<file path="src/rtl/wsd_pkg.sv">
package wsd_pkg;

  localparam int LENGTH_BITS_DEF = 16;
  localparam int QDEPTH          = 2;

  localparam logic [15:0] MAX_PAYLOAD_RST = 16'd1023;

  localparam logic [1:0] KIND_PAYLOAD = 2'd0;
  localparam logic [1:0] KIND_EMPTY   = 2'd1;
  localparam logic [1:0] KIND_LEN_ERR = 2'd2;

  localparam logic [2:0] CLS_TEXT  = 3'd0;
  localparam logic [2:0] CLS_CLOSE = 3'd1;
  localparam logic [2:0] CLS_PING  = 3'd2;
  localparam logic [2:0] CLS_PONG  = 3'd3;
  localparam logic [2:0] CLS_OTHER = 3'd4;

  localparam logic [3:0] OPC_TEXT  = 4'h1;
  localparam logic [3:0] OPC_CLOSE = 4'h8;
  localparam logic [3:0] OPC_PING  = 4'h9;
  localparam logic [3:0] OPC_PONG  = 4'hA;

  localparam logic [6:0] LEN7_EXT16 = 7'd126;
  localparam logic [6:0] LEN7_EXT64 = 7'd127;

  localparam logic [3:0] EXT16_BYTES = 4'd2;
  localparam logic [3:0] EXT64_BYTES = 4'd8;
  localparam logic [2:0] KEY_BYTES   = 3'd4;

  typedef struct packed {
    logic [1:0]  kind;
    logic [7:0]  raw;
    logic [7:0]  key;
    logic        last;
    logic [2:0]  cls;
    logic [15:0] len;
  } item_t;

  function automatic logic [2:0] class_of(input logic [3:0] opc);
    logic [2:0] c;
    case (opc)
      OPC_TEXT:  c = CLS_TEXT;
      OPC_CLOSE: c = CLS_CLOSE;
      OPC_PING:  c = CLS_PING;
      OPC_PONG:  c = CLS_PONG;
      default:   c = CLS_OTHER;
    endcase
    return c;
  endfunction

endpackage

</file>
<file path="src/rtl/wsd_front.sv">
module wsd_front #(
  parameter int LENGTH_BITS = wsd_pkg::LENGTH_BITS_DEF
) (
  input  logic                clk_i,
  input  logic                rst_ni,
  input  logic                in_valid_i,
  output logic                in_stall_o,
  input  logic [7:0]          rx_byte_i,
  input  logic                restart_i,
  input  logic [15:0]         max_payload_i,
  input  logic                q_full_i,
  output logic                push_o,
  output wsd_pkg::item_t      item_o
);

  localparam logic [2:0] PH_HDR0   = 3'd0;
  localparam logic [2:0] PH_HDR1   = 3'd1;
  localparam logic [2:0] PH_EXT    = 3'd2;
  localparam logic [2:0] PH_KEY    = 3'd3;
  localparam logic [2:0] PH_DATA   = 3'd4;
  localparam logic [2:0] PH_CLOSED = 3'd5;

  localparam logic [15:0] CAP16 = (LENGTH_BITS >= 16) ? 16'hFFFF :
                                  16'((64'd1 << LENGTH_BITS) - 64'd1);

  logic [2:0]             phase_q, phase_d;
  logic [3:0]             opc_q, opc_d;
  logic                   mask_q, mask_d;
  logic [15:0]            len_q, len_d;
  logic                   ovf_q, ovf_d;
  logic [3:0]             ext_left_q, ext_left_d;
  logic [31:0]            key_q, key_d;
  logic [2:0]             key_left_q, key_left_d;
  logic [LENGTH_BITS-1:0] cnt_q, cnt_d;

  logic                   accept;
  logic [15:0]            limit;
  logic                   fh;
  logic [15:0]            fh_len;
  logic                   fh_ovf;
  logic [LENGTH_BITS-1:0] cnt_n;
  logic                   data_last;
  logic [7:0]             kb;
  logic                   is_close;

  assign accept     = in_valid_i && !q_full_i;
  assign in_stall_o = q_full_i;
  assign limit      = (max_payload_i < CAP16) ? max_payload_i : CAP16;
  assign is_close   = (wsd_pkg::class_of(opc_q) == wsd_pkg::CLS_CLOSE);
  assign cnt_n      = cnt_q + LENGTH_BITS'(1);
  assign data_last  = (32'(cnt_n) == 32'(len_q));

  always_comb begin
    case (cnt_q[1:0])
      2'd0:    kb = key_q[31:24];
      2'd1:    kb = key_q[23:16];
      2'd2:    kb = key_q[15:8];
      default: kb = key_q[7:0];
    endcase
  end

  always_comb begin
    phase_d    = phase_q;
    opc_d      = opc_q;
    mask_d     = mask_q;
    len_d      = len_q;
    ovf_d      = ovf_q;
    ext_left_d = ext_left_q;
    key_d      = key_q;
    key_left_d = key_left_q;
    cnt_d      = cnt_q;
    push_o     = 1'b0;
    item_o     = '0;
    item_o.cls = wsd_pkg::class_of(opc_q);
    fh         = 1'b0;
    fh_len     = len_q;
    fh_ovf     = ovf_q;
    if (accept) begin
      if (restart_i) begin
        phase_d    = PH_HDR0;
        opc_d      = '0;
        mask_d     = 1'b0;
        len_d      = '0;
        ovf_d      = 1'b0;
        ext_left_d = '0;
        key_d      = '0;
        key_left_d = '0;
        cnt_d      = '0;
      end else begin
        case (phase_q)
          PH_HDR0: begin
            opc_d   = rx_byte_i[3:0];
            mask_d  = 1'b0;
            key_d   = '0;
            len_d   = '0;
            ovf_d   = 1'b0;
            cnt_d   = '0;
            phase_d = PH_HDR1;
          end
          PH_HDR1: begin
            mask_d = rx_byte_i[7];
            len_d  = '0;
            ovf_d  = 1'b0;
            if (rx_byte_i[6:0] == wsd_pkg::LEN7_EXT16) begin
              ext_left_d = wsd_pkg::EXT16_BYTES;
              phase_d    = PH_EXT;
            end else if (rx_byte_i[6:0] == wsd_pkg::LEN7_EXT64) begin
              ext_left_d = wsd_pkg::EXT64_BYTES;
              phase_d    = PH_EXT;
            end else begin
              len_d = {9'd0, rx_byte_i[6:0]};
              if (rx_byte_i[7]) begin
                key_left_d = wsd_pkg::KEY_BYTES;
                phase_d    = PH_KEY;
              end else begin
                fh     = 1'b1;
                fh_len = len_d;
                fh_ovf = 1'b0;
              end
            end
          end
          PH_EXT: begin
            len_d      = {len_q[7:0], rx_byte_i};
            ovf_d      = ovf_q | (len_q[15:8] != 8'd0);
            ext_left_d = (ext_left_q != 4'd0) ? ext_left_q - 4'd1 : 4'd0;
            if (ext_left_d == 4'd0) begin
              if (mask_q) begin
                key_left_d = wsd_pkg::KEY_BYTES;
                phase_d    = PH_KEY;
              end else begin
                fh     = 1'b1;
                fh_len = len_d;
                fh_ovf = ovf_d;
              end
            end
          end
          PH_KEY: begin
            key_d      = {key_q[23:0], rx_byte_i};
            key_left_d = (key_left_q != 3'd0) ? key_left_q - 3'd1 : 3'd0;
            if (key_left_d == 3'd0) begin
              fh = 1'b1;
            end
          end
          PH_DATA: begin
            cnt_d       = cnt_n;
            push_o      = 1'b1;
            item_o.kind = wsd_pkg::KIND_PAYLOAD;
            item_o.raw  = rx_byte_i;
            item_o.key  = kb;
            item_o.last = data_last;
            item_o.len  = len_q;
            if (data_last) begin
              phase_d = is_close ? PH_CLOSED : PH_HDR0;
            end
          end
          default: begin
            phase_d = PH_CLOSED;
          end
        endcase
        if (fh) begin
          if (fh_ovf || (fh_len > limit)) begin
            push_o      = 1'b1;
            item_o.kind = wsd_pkg::KIND_LEN_ERR;
            item_o.last = 1'b1;
            item_o.len  = fh_ovf ? 16'hFFFF : fh_len;
            phase_d     = PH_CLOSED;
          end else if (fh_len == 16'd0) begin
            push_o      = 1'b1;
            item_o.kind = wsd_pkg::KIND_EMPTY;
            item_o.last = 1'b1;
            item_o.len  = 16'd0;
            phase_d     = is_close ? PH_CLOSED : PH_HDR0;
          end else begin
            cnt_d   = '0;
            phase_d = PH_DATA;
          end
        end
      end
    end
  end

  always_ff @(posedge clk_i or negedge rst_ni) begin
    if (!rst_ni) begin
      phase_q    <= PH_HDR0;
      opc_q      <= '0;
      mask_q     <= 1'b0;
      len_q      <= '0;
      ovf_q      <= 1'b0;
      ext_left_q <= '0;
      key_q      <= '0;
      key_left_q <= '0;
      cnt_q      <= '0;
    end else begin
      phase_q    <= phase_d;
      opc_q      <= opc_d;
      mask_q     <= mask_d;
      len_q      <= len_d;
      ovf_q      <= ovf_d;
      ext_left_q <= ext_left_d;
      key_q      <= key_d;
      key_left_q <= key_left_d;
      cnt_q      <= cnt_d;
    end
  end

endmodule

</file>
<file path="src/rtl/wsd_queue.sv">
module wsd_queue (
  input  logic           clk_i,
  input  logic           rst_ni,
  input  logic           push_i,
  input  wsd_pkg::item_t item_i,
  input  logic           pop_i,
  output logic           full_o,
  output logic           valid_o,
  output wsd_pkg::item_t item_o
);

  localparam int DEPTH = wsd_pkg::QDEPTH;
  localparam int PW    = (DEPTH > 1) ? $clog2(DEPTH) : 1;
  localparam int CW    = $clog2(DEPTH + 1);

  wsd_pkg::item_t mem_q [DEPTH];
  logic [PW-1:0]  wr_ptr_q, wr_ptr_d;
  logic [PW-1:0]  rd_ptr_q, rd_ptr_d;
  logic [CW-1:0]  count_q, count_d;

  assign full_o  = (count_q == CW'(DEPTH));
  assign valid_o = (count_q != '0);
  assign item_o  = mem_q[rd_ptr_q];

  always_comb begin
    wr_ptr_d = wr_ptr_q;
    rd_ptr_d = rd_ptr_q;
    count_d  = count_q;
    if (push_i) begin
      wr_ptr_d = (wr_ptr_q == PW'(DEPTH - 1)) ? '0 : wr_ptr_q + PW'(1);
    end
    if (pop_i) begin
      rd_ptr_d = (rd_ptr_q == PW'(DEPTH - 1)) ? '0 : rd_ptr_q + PW'(1);
    end
    if (push_i && !pop_i) begin
      count_d = count_q + CW'(1);
    end else if (pop_i && !push_i) begin
      count_d = count_q - CW'(1);
    end
  end

  always_ff @(posedge clk_i) begin
    if (push_i) begin
      mem_q[wr_ptr_q] <= item_i;
    end
  end

  always_ff @(posedge clk_i or negedge rst_ni) begin
    if (!rst_ni) begin
      wr_ptr_q <= '0;
      rd_ptr_q <= '0;
      count_q  <= '0;
    end else begin
      wr_ptr_q <= wr_ptr_d;
      rd_ptr_q <= rd_ptr_d;
      count_q  <= count_d;
    end
  end

`ifndef ASSERT_OFF
  a_count_range: assert property (@(posedge clk_i) disable iff (!rst_ni)
    count_q <= CW'(DEPTH))
    else $error("queue count beyond depth");
  a_no_push_full: assert property (@(posedge clk_i) disable iff (!rst_ni)
    push_i |-> !full_o)
    else $error("push into full queue");
  a_no_pop_empty: assert property (@(posedge clk_i) disable iff (!rst_ni)
    pop_i |-> valid_o)
    else $error("pop from empty queue");
  a_count_up: assert property (@(posedge clk_i) disable iff (!rst_ni)
    (push_i && !pop_i) |=> (count_q == $past(count_q) + CW'(1)))
    else $error("queue count did not advance");
`endif

endmodule

</file>
<file path="src/rtl/wsd_back.sv">
module wsd_back (
  input  logic           clk_i,
  input  logic           rst_ni,
  input  logic           q_valid_i,
  input  wsd_pkg::item_t q_item_i,
  output logic           pop_o,
  output logic           out_valid_o,
  input  logic           out_stall_i,
  output logic [1:0]     kind_o,
  output logic [7:0]     payload_byte_o,
  output logic           last_of_frame_o,
  output logic [2:0]     frame_class_o,
  output logic [15:0]    frame_length_o
);

  logic        valid_q, valid_d;
  logic [1:0]  kind_q;
  logic [7:0]  byte_q;
  logic        last_q;
  logic [2:0]  cls_q;
  logic [15:0] len_q;

  assign pop_o   = q_valid_i && (!valid_q || !out_stall_i);
  assign valid_d = pop_o ? 1'b1 : (valid_q && out_stall_i);

  always_ff @(posedge clk_i) begin
    if (pop_o) begin
      kind_q <= q_item_i.kind;
      byte_q <= q_item_i.raw ^ q_item_i.key;
      last_q <= q_item_i.last;
      cls_q  <= q_item_i.cls;
      len_q  <= q_item_i.len;
    end
  end

  always_ff @(posedge clk_i or negedge rst_ni) begin
    if (!rst_ni) begin
      valid_q <= 1'b0;
    end else begin
      valid_q <= valid_d;
    end
  end

  assign out_valid_o     = valid_q;
  assign kind_o          = kind_q;
  assign payload_byte_o  = byte_q;
  assign last_of_frame_o = last_q;
  assign frame_class_o   = cls_q;
  assign frame_length_o  = len_q;

endmodule

</file>
<file path="src/rtl/websocket_frame_deframer_core.sv">
// channel   direction  handshake              payload
// in        input      in_valid_i/in_stall_o  rx_byte_i, restart_i
// out       output     out_valid_o/out_stall_i kind_o, payload_byte_o, last_of_frame_o,
//                                              frame_class_o, frame_length_o
// cfg       input      cfg_valid_i/cfg_ready_o cfg_data_i (max_payload)
//
// One input item per cycle while in_stall_o is low; each result passes through a queue entry
// (written at the accepting edge), then the output register.
// Reset clears the parser, the queue and the output valid; max_payload resets to 1023.
// in_stall_o rises only while the queue is full, which takes two queued results behind
// a stalled output register; cfg_ready_o is always high.
module websocket_frame_deframer_core #(
  parameter int LENGTH_BITS = wsd_pkg::LENGTH_BITS_DEF
) (
  input  logic        clk_i,
  input  logic        rst_ni,
  input  logic        in_valid_i,
  output logic        in_stall_o,
  input  logic [7:0]  rx_byte_i,
  input  logic        restart_i,
  output logic        out_valid_o,
  input  logic        out_stall_i,
  output logic [1:0]  kind_o,
  output logic [7:0]  payload_byte_o,
  output logic        last_of_frame_o,
  output logic [2:0]  frame_class_o,
  output logic [15:0] frame_length_o,
  input  logic        cfg_valid_i,
  output logic        cfg_ready_o,
  input  logic [15:0] cfg_data_i
);

  logic [15:0]    max_payload_q;
  logic           q_full;
  logic           q_push;
  logic           q_pop;
  logic           q_valid;
  wsd_pkg::item_t push_item;
  wsd_pkg::item_t head_item;

  assign cfg_ready_o = 1'b1;

  always_ff @(posedge clk_i or negedge rst_ni) begin
    if (!rst_ni) begin
      max_payload_q <= wsd_pkg::MAX_PAYLOAD_RST;
    end else if (cfg_valid_i && cfg_ready_o) begin
      max_payload_q <= cfg_data_i;
    end
  end

  wsd_front #(
    .LENGTH_BITS(LENGTH_BITS)
  ) u_front (
    .clk_i         (clk_i),
    .rst_ni        (rst_ni),
    .in_valid_i    (in_valid_i),
    .in_stall_o    (in_stall_o),
    .rx_byte_i     (rx_byte_i),
    .restart_i     (restart_i),
    .max_payload_i (max_payload_q),
    .q_full_i      (q_full),
    .push_o        (q_push),
    .item_o        (push_item)
  );

  wsd_queue u_queue (
    .clk_i   (clk_i),
    .rst_ni  (rst_ni),
    .push_i  (q_push),
    .item_i  (push_item),
    .pop_i   (q_pop),
    .full_o  (q_full),
    .valid_o (q_valid),
    .item_o  (head_item)
  );

  wsd_back u_back (
    .clk_i           (clk_i),
    .rst_ni          (rst_ni),
    .q_valid_i       (q_valid),
    .q_item_i        (head_item),
    .pop_o           (q_pop),
    .out_valid_o     (out_valid_o),
    .out_stall_i     (out_stall_i),
    .kind_o          (kind_o),
    .payload_byte_o  (payload_byte_o),
    .last_of_frame_o (last_of_frame_o),
    .frame_class_o   (frame_class_o),
    .frame_length_o  (frame_length_o)
  );

endmodule

</file>
<file path="config.mk">
export PLATFORM = sky130hd
export DESIGN_NAME = websocket_frame_deframer_core
export DESIGN_NICKNAME = d
export VERILOG_FILES = /design/src/rtl/wsd_pkg.sv /design/src/rtl/wsd_front.sv /design/src/rtl/wsd_queue.sv /design/src/rtl/wsd_back.sv /design/src/rtl/websocket_frame_deframer_core.sv
export SDC_FILE = /design/constraint.sdc
export NUM_CORES = 1
export LEC_CHECK = 0
export BUFFER_PORTS_ARGS = -buffer_cell sky130_fd_sc_hd__buf_4
export CAP_MARGIN = 40
export CORE_MARGIN = 2
export CORE_UTILIZATION = 31
export DETAILED_ROUTE_END_ITERATION = 8
export GPL_ROUTABILITY_DRIVEN = 0
export REMOVE_ABC_BUFFERS = 1
export SLEW_MARGIN = 40
export SYNTH_ARGS = -nofsm -noshare
export SYNTH_HDL_FRONTEND = slang
export SYNTH_SLANG_ARGS = --single-unit
</file>
<file path="constraint.sdc">
create_clock -name clk_i -period 7.69 [get_ports clk_i]
set_input_delay 0.769 -clock clk_i [delete_from_list [all_inputs] [get_ports clk_i]]
set_output_delay 0.769 -clock clk_i [all_outputs]
set_load 0.03 [all_outputs]
</file>
Word-level counts from Yosys, hierarchy flattened

Memory sizes are Yosys's and may differ from the RTL's.
Index checks and enable logic that the tools add are counted.

Logic and storage cells: 194
Bits of input ports: 30
RAM bits: 76
Flip-flop bits (word level): 131
Memories: 1
Output and inout port bits: 33

$lt $le $gt $ge: 2
Multiplexer cells: 99
Reduce and logical (&&, ||, !) cells: 38
Bitwise gates (word level): 2
Equal/unequal tests: 26
Add/subtract/negate cells: 7

Memory list:

| memory        | depth | bits a word | read ports | clocked after Yosys merged registers in | wr ports | line            | source |
|---|---|---|---|---|---|---|---|
| u_queue.mem_q | 2     | 38          | 1          | 0                                       | 1        | wsd_queue.sv:16 | `wsd_pkg::item_t mem_q [DEPTH];` |

Operators with widths:

| kind                                                            | number |
|---|---|
| 16-bit two-way mux                                              | 21 |
| 16-bit case mux with 2 select lines                             | 2 |
| 32-bit case mux with 2 select lines                             | 1 |
| 3-bit two-way mux                                               | 18 |
| 16-bit case mux with 3 select lines                             | 1 |
| 19-bit two-way mux                                              | 2 |
| 1-bit two-way mux                                               | 32 |
| 32-bit two-way mux                                              | 1 |
| 4-bit two-way mux                                               | 6 |
| 8-bit case mux with 3 select lines                              | 1 |
| 17-bit two-way mux                                              | 1 |
| 16-bit by 1-bit adder with 16-bit output, second input constant | 1 |
| 16-bit == test                                                  | 1 |
| 16-bit > comparator                                             | 1 |
| 16-bit zero test                                                | 1 |
| 16-bit less-than comparator, second input constant              | 1 |
| 4-bit by 2-bit != test with 1-bit output, second input constant | 4 |
| 3-bit case mux with 5 select lines                              | 1 |
| 3-bit nonzero test                                              | 5 |
| 7-bit == test, second input constant                            | 2 |
| 4-bit == test, second input constant                            | 3 |
| 3-bit case mux with 4 select lines                              | 1 |
| 4-bit nonzero test                                              | 3 |
| 2-bit AND reduction                                             | 5 |
| 34 further kinds                                                | 59 |

Logic depth before layout (Yosys ltp)

Depth in word-level cells: 17
Mapped depth: 23
Mapped depth without buffers: 20

Hierarchy

Synthesis repeated with hierarchy kept, for this count alone.

Cell total of the unflattened synthesis: 979
Area, all modules: 10651.5 um^2

Modules (own cells, without submodules):

| module                        | instances | seq. area each (um^2) | area each (um^2) | cells an instance |
|---|---|---|---|---|
| wsd_front                     | 1         | 2001.9                | 5985.7           | 768 |
| wsd_queue                     | 1         | 2382.3                | 2977.9           | 134 |
| wsd_back                      | 1         | 925.9                 | 1014.7           | 41 |
| websocket_frame_deframer_core | 1         | 412.9                 | 673.1            | 36 |

Worst setup path after synthesis

OpenSTA, ideal clock, no wires.

Kind: input -> register
Start point: input port rx_byte_i[2]
End point: memory u_queue.mem_q[0][0] (netlist name), enable pin
Library setup time: 0.433 ns
Slack: 2.059 ns
Arrival time: 5.198 ns
Stages: 16
Data required time: 7.257 ns
Buffers on the path: 2
Path through: nand4_1 > o211ai_1 > and2_0 > clkbuf_1 > clkbuf_1 > o21ai_0 > ha_1 > a21oi_1 > o21ai_0 > a2111oi_0 > a22o_1 > a211oi_1 > nor2_1 > a21boi_0 > o21ai_1 > nor2_1

Longest elaborated chain between the ends: 14
Elaborated cells on any way between the ends: 30
Those cells by class: order compare: 1; eq/ne: 2; mux: 25; reduce/logical: 2

Ends and longest elaborated chain:

| item                                                           | line                                | source |
|---|---|---|
| from (decl)                                                    | websocket_frame_deframer_core.sv:19 | `input logic [7:0] rx_byte_i,` |
| 7-bit == test / 16-bit two-way mux (equally long branches)     | wsd_front.sv:107, wsd_front.sv:112  |  |
| 16-bit two-way mux                                             | wsd_front.sv:107                    | `end else if (rx_byte_i[6:0] == wsd_pkg::LEN7_EXT64) begin` |
| 16-bit two-way mux                                             | wsd_front.sv:104                    | `if (rx_byte_i[6:0] == wsd_pkg::LEN7_EXT16) begin` |
| 16-bit case mux with 2 select lines                            | wsd_front.sv:90                     | `case (phase_q)` |
| 16-bit two-way mux                                             | wsd_front.sv:79                     | `if (restart_i) begin` |
| 16-bit two-way mux                                             | wsd_front.sv:78                     | `if (accept) begin` |
| 16-bit > comparator / 16-bit zero test (equally long branches) | wsd_front.sv:161, wsd_front.sv:167  |  |
| 1-bit logical OR / 1-bit two-way mux (equally long branches)   | wsd_front.sv:161, wsd_front.sv:167  |  |
| 1-bit two-way mux                                              | wsd_front.sv:161                    | `if (fh_ovf \|\| (fh_len > limit)) begin` |
| 1-bit two-way mux (*)                                          | wsd_front.sv:160                    | `if (fh) begin` |
| 1-bit two-way mux (*)                                          | wsd_front.sv:79                     |  |
| 1-bit two-way mux (*)                                          | wsd_front.sv:78                     |  |
| 1-bit two-way mux (*)                                          | wsd_queue.sv:43                     | `if (push_i) begin` |
| 1-bit two-way mux (not written as such) (*)                    | wsd_queue.sv:44                     | `mem_q[wr_ptr_q] <= item_i;` |
| to (decl)                                                      | wsd_queue.sv:16                     |  |

Every way passes the cells marked *; elsewhere a longest branch is shown, timed or not. The select of a mux whose other input is x is not followed.

Worst setup path in the final report

Start point: register u_front.phase_q[2]
End point: register u_queue.count_q[1]

Longest elaborated chain between the ends: 13
Elaborated cells on any way between the ends: 27
Those cells by class: order compare: 1; eq/ne: 4; mux: 16; reduce/logical: 6

Ends and longest elaborated chain:

| item                                                                                                        | line                                | source |
|---|---|---|
| from (decl)                                                                                                 | wsd_front.sv:26                     | `logic [2:0] phase_q, phase_d;` |
| from (signal assigned)                                                                                      | wsd_front.sv:194                    | `phase_q <= phase_d;` |
| 3-bit by 2-bit == test with 1-bit output / 3-bit by 1-bit == test with 1-bit output (equally long branches) | wsd_front.sv:90                     |  |
| 16-bit case mux with 2 select lines                                                                         | wsd_front.sv:90                     |  |
| 16-bit two-way mux                                                                                          | wsd_front.sv:79                     |  |
| 16-bit two-way mux                                                                                          | wsd_front.sv:78                     |  |
| 16-bit > comparator / 16-bit zero test (equally long branches)                                              | wsd_front.sv:161, wsd_front.sv:167  |  |
| 1-bit logical OR / 1-bit two-way mux (equally long branches)                                                | wsd_front.sv:161, wsd_front.sv:167  |  |
| 1-bit two-way mux                                                                                           | wsd_front.sv:161                    |  |
| 1-bit two-way mux (*)                                                                                       | wsd_front.sv:160                    |  |
| 1-bit two-way mux (*)                                                                                       | wsd_front.sv:79                     |  |
| 1-bit two-way mux (*)                                                                                       | wsd_front.sv:78                     |  |
| via q_push                                                                                                  | websocket_frame_deframer_core.sv:35 | `logic q_push;` |
| 1-bit zero test                                                                                             | wsd_queue.sv:37                     | `end else if (pop_i && !push_i) begin` |
| 1-bit logical AND                                                                                           | wsd_queue.sv:37                     |  |
| 2-bit nonzero test (no line)                                                                                | --                                  |  |
| to (signal assigned)                                                                                        | wsd_queue.sv:56                     | `count_q <= count_d;` |
| to (decl)                                                                                                   | wsd_queue.sv:19                     | `logic [CW-1:0] count_q, count_d;` |

The timed path passes the listed nets; every way through them passes the cells marked *. The select of a mux whose other input is x is not followed.
A chain may end at the register's enable or synchronous reset.

==> flow_metrics.tcl <==
set metrics [dict create \
    critPathMaxFanout 23 \
    p_seq_frac 0.391 \
    multi_input_area_sq_um 4100 \
    maxSlewHeadroom 0.443 \
    post-cts-setup-buffer-count 0 \
    hold_buffers 0 \
    io_pins 63 \
    antenna_found_initial 1 \
    fill_cells 3208 \
    cts_tree "yes" \
    p_int_mw 2.52 \
    swShare 0.359 \
    route.detailed.drc 0 \
    ys_top_cells_by_area "edfxtp_1 (31%), dfrtp_1 (22%), nand2_1 (6.4%), o21ai_0 (4.4%), mux2_2 (3.1%)" \
    dieHeight_microns 186 \
    fin_setup_tns_ns 0 \
    synth.distinct_cells 68 \
    grt_pass1_vias 7330 \
    syn_inst 996 \
    cts_num_sinks 207 \
    synth_edf_count 106 \
    placementRows 66 \
    clkLatencyLatePin_ns 0.51 \
    synth.yosys.seq_area_share 0.560 \
    p_sw_mw 1.41 \
    total_power_mw 3.93 \
    clockBufferDepth 3 \
    finalHoldViolCount 0 \
    grt_usage 0.149 \
    hold_class "input pin to async pin" \
    ir_worst_vdd_mv 0.136 \
    yosysWarnings 0 \
    die_x_microns 186 \
    start_util 0.314 \
    portBuffers 61 \
    cp-start-kind "flop" \
    core_sq_um 32500 \
    finalWirelength_mm 25.2 \
    crit_required_ns 8.12 \
    grt_max_degree 74 \
    grt-ovfl-total 0 \
    critPathKind "flop to flop" \
    fin_crit_sh 0.707 \
    powerDensity_nw_per_um2 329 \
    rsz0062_at_grt "no" \
    leakage_nw 4.63 \
    worst_pin_slew_ns 0.829 \
    wl_per_cell_microns 17.0 \
    syn_area_per_cell_sq_um 10.3 \
    numCtsBuffers 24 \
    hpwl_mm 17.4 \
    root_buffer "clkbuf_16" \
    grt_pass1_wl_mm 40.6 \
    fin_nets 1071 \
    clock_skew_ns 0.00868 \
    drv_cap 0 \
    yosysTopAreaCellShare 0.311 \
    slew_viol_final 0 \
    synth_area_leader_cell "edfxtp_1" \
    final_cell_mix "nand2_1 (175), edfxtp_1 (106), dfrtp_1 (91)" \
    drt_iter0_drc 638 \
    layout_commonest_cell "nand2_1" \
    clk_pin_slew_worst_paths_ns 0.06 \
    status "finished, final reports clean" \
    setup_violations 0 \
    combPwrFrac 0.313 \
    viasPerCell 5.09 \
    dr.pass1.iters 5 \
    async_reset_ff_frac 0.488 \
    drt.antenna.violating_nets 0 \
    p_clk_frac 0.295 \
    htreeDepth 1 \
    die_area_sq_um 34400 \
    crit_arrival_ns 5.87 \
    fin_crit_ns 5.44 \
    cts_resized 0 \
    clock.fmax_mhz 184 \
    synth_ff_type "edfxtp_1" \
    regArea_sq_um 5720 \
    syn_area_sq_um 10200 \
    synth_seq_cells 207 \
    syn2layout_area_growth_pct 16.8 \
    num_vias 7538 \
    drive_gt1_frac 0.155 \
    cp-end-kind "flop" \
]
[worst max-delay path, cell delays in order (launching register included)]
cell and delay, ns:
dfrtp_1 0.82, nor3b_1 0.20, o211ai_1 0.24, and2_1 0.66, o21ai_0 0.27, ha_1 0.36
a21oi_1 0.13, o21ai_0 0.14, a2111oi_0 0.41, a22o_1 0.23, a211oi_2 0.07, buf_4 0.25
nor2_1 0.11, a21boi_0 0.12, o21ai_1 0.54, inv_1 0.15, ha_1 0.25, xor2_1 0.14
nor2_1 0.12, xor2_1 0.15
[stage by stage]
| step | cells | area [sq um] | worst slack (ns) | hold slack [ns] | util |
|---|---|---|---|---|---|
| 4_1_cts | 1481 | 11900 | 2.29 | 0.202 | 0.367 |
| 5_1_grt | 1481 | 11900 | 1.76 | 0.212 | 0.367 |
| 2_1_floorplan | 923 | 9910 | 0.868 | 0.450 | - |
| 3_5_place_dp | 1437 | 11100 | 2.14 | 0.472 | 0.342 |
| 6_report | 1482 | 11900 | 2.25 | 0.190 | 0.367 |
| 3_3_place_gp | 1433 | 11000 | 1.88 | 0.464 | 0.338 |
[final cells by class]
class	instances	share of cell area
flip-flops and latches	207	0.480
multi-input cells	683	0.343
clock buffers	37	0.0579
repair buffers	72	0.0523
well taps	442	0.0463
inverters	33	0.0104
clock inverters	7	0.0101
diodes	1	0.000210
[cell families (layout without fill, tap and decap cells)]
kind of cell,after synthesis,after routing,share of synthesized area
simple gates,341,341,0.148
compound gates,247,247,0.155
flops,207,207,0.560
other cells,1,2,0.000367
mux,30,30,0.0328
xor+xnor,44,44,0.0377
fa+ha+maj,20,20,0.0245
buf+inv,106,149,0.0421
[power groups by stage]
stage / Sequential, mW / Combinational [mW] / Clock, mW
global placement: 1.56 / 1.20 / 0
global route: 1.56 / 1.36 / 1.24
CTS: 1.54 / 1.23 / 1.19
floorplan: 1.66 / 0.668 / 0
finish: 1.54 / 1.23 / 1.16
detailed placement: 1.56 / 1.23 / 0
[worst paths after layout]
kind	start	end	slack, ns	cells after the start
setup / recovery	u_front.phase_q[2]$_DFFE_PN0P_	u_queue.count_q[1]$_DFFE_PN0P_	2.25	19
hold / removal	rst_ni	u_front.key_q[22]$_DFFE_PN0P_	0.19	1
setup reg to reg	u_front.phase_q[2]$_DFFE_PN0P_	u_queue.count_q[1]$_DFFE_PN0P_	2.25	19
hold reg to reg	u_front.key_q[29]$_DFFE_PN0P_	u_front.key_q[29]$_DFFE_PN0P_	0.48	2
max in group asynchronous	rst_ni	u_back.out_valid_o$_DFF_PN0_	6.47	2
min in group clk_i	cfg_data_i[7]	max_payload_q[7]$_DFFE_PN1P_	0.47	3
[state kept, by name, summed over array words and instances (netlist names)]
register and cells:
u_front.len_q 16, u_queue.rd_ptr_q 1, u_back.payload_byte_o 8, u_back.kind_o 2, u_back.last_of_frame_o 1, u_back.frame_class_o 3
u_front.opc_q 4, max_payload_q 16, u_queue.count_q 2, u_queue.wr_ptr_q 1, u_front.ext_left_q 4, u_front.ovf_q 1
u_front.phase_q 3, u_front.key_left_q 3, u_queue.mem_q 76, u_back.frame_length_o 16, u_front.mask_q 1, u_front.key_q 32
u_back.out_valid_o 1, u_front.cnt_q 16
[Yosys cell counts (all sizes together) (3+ instances only)]
master	number
o211ai	4
edfxtp	106
a21oi	61
o31ai	9
and3	4
or3	4
nor2	75
ha	20
a222oi	8
nor3	21
o21ai	93
and2	10
nor2b	4
buf	15
nand3	15
dfstp	10
xnor2	27
nand4	9
xor2	17
mux2	28
o22ai	3
a211oi	3
clkbuf	58
a32o	6
a31oi	6
a22o	28
nand2b	6
a21o	6
inv	33
nor4	9
nand2	175
dfrtp	91
[metal layers]
| layer | global-route usage | routed length (microns) | vias to the layer above |
|---|---|---|---|
| met5 | 0 | 0 | - |
| met4 | 0.0472 | 643 | 0 |
| met3 | 0.0248 | 1540 | 44 |
| met2 | 0.241 | 11800 | 199 |
| met1 | 0.203 | 11200 | 3695 |
| li1 | - | - | 3600 |
No activity file was read; power rests on OpenSTA's default activity.
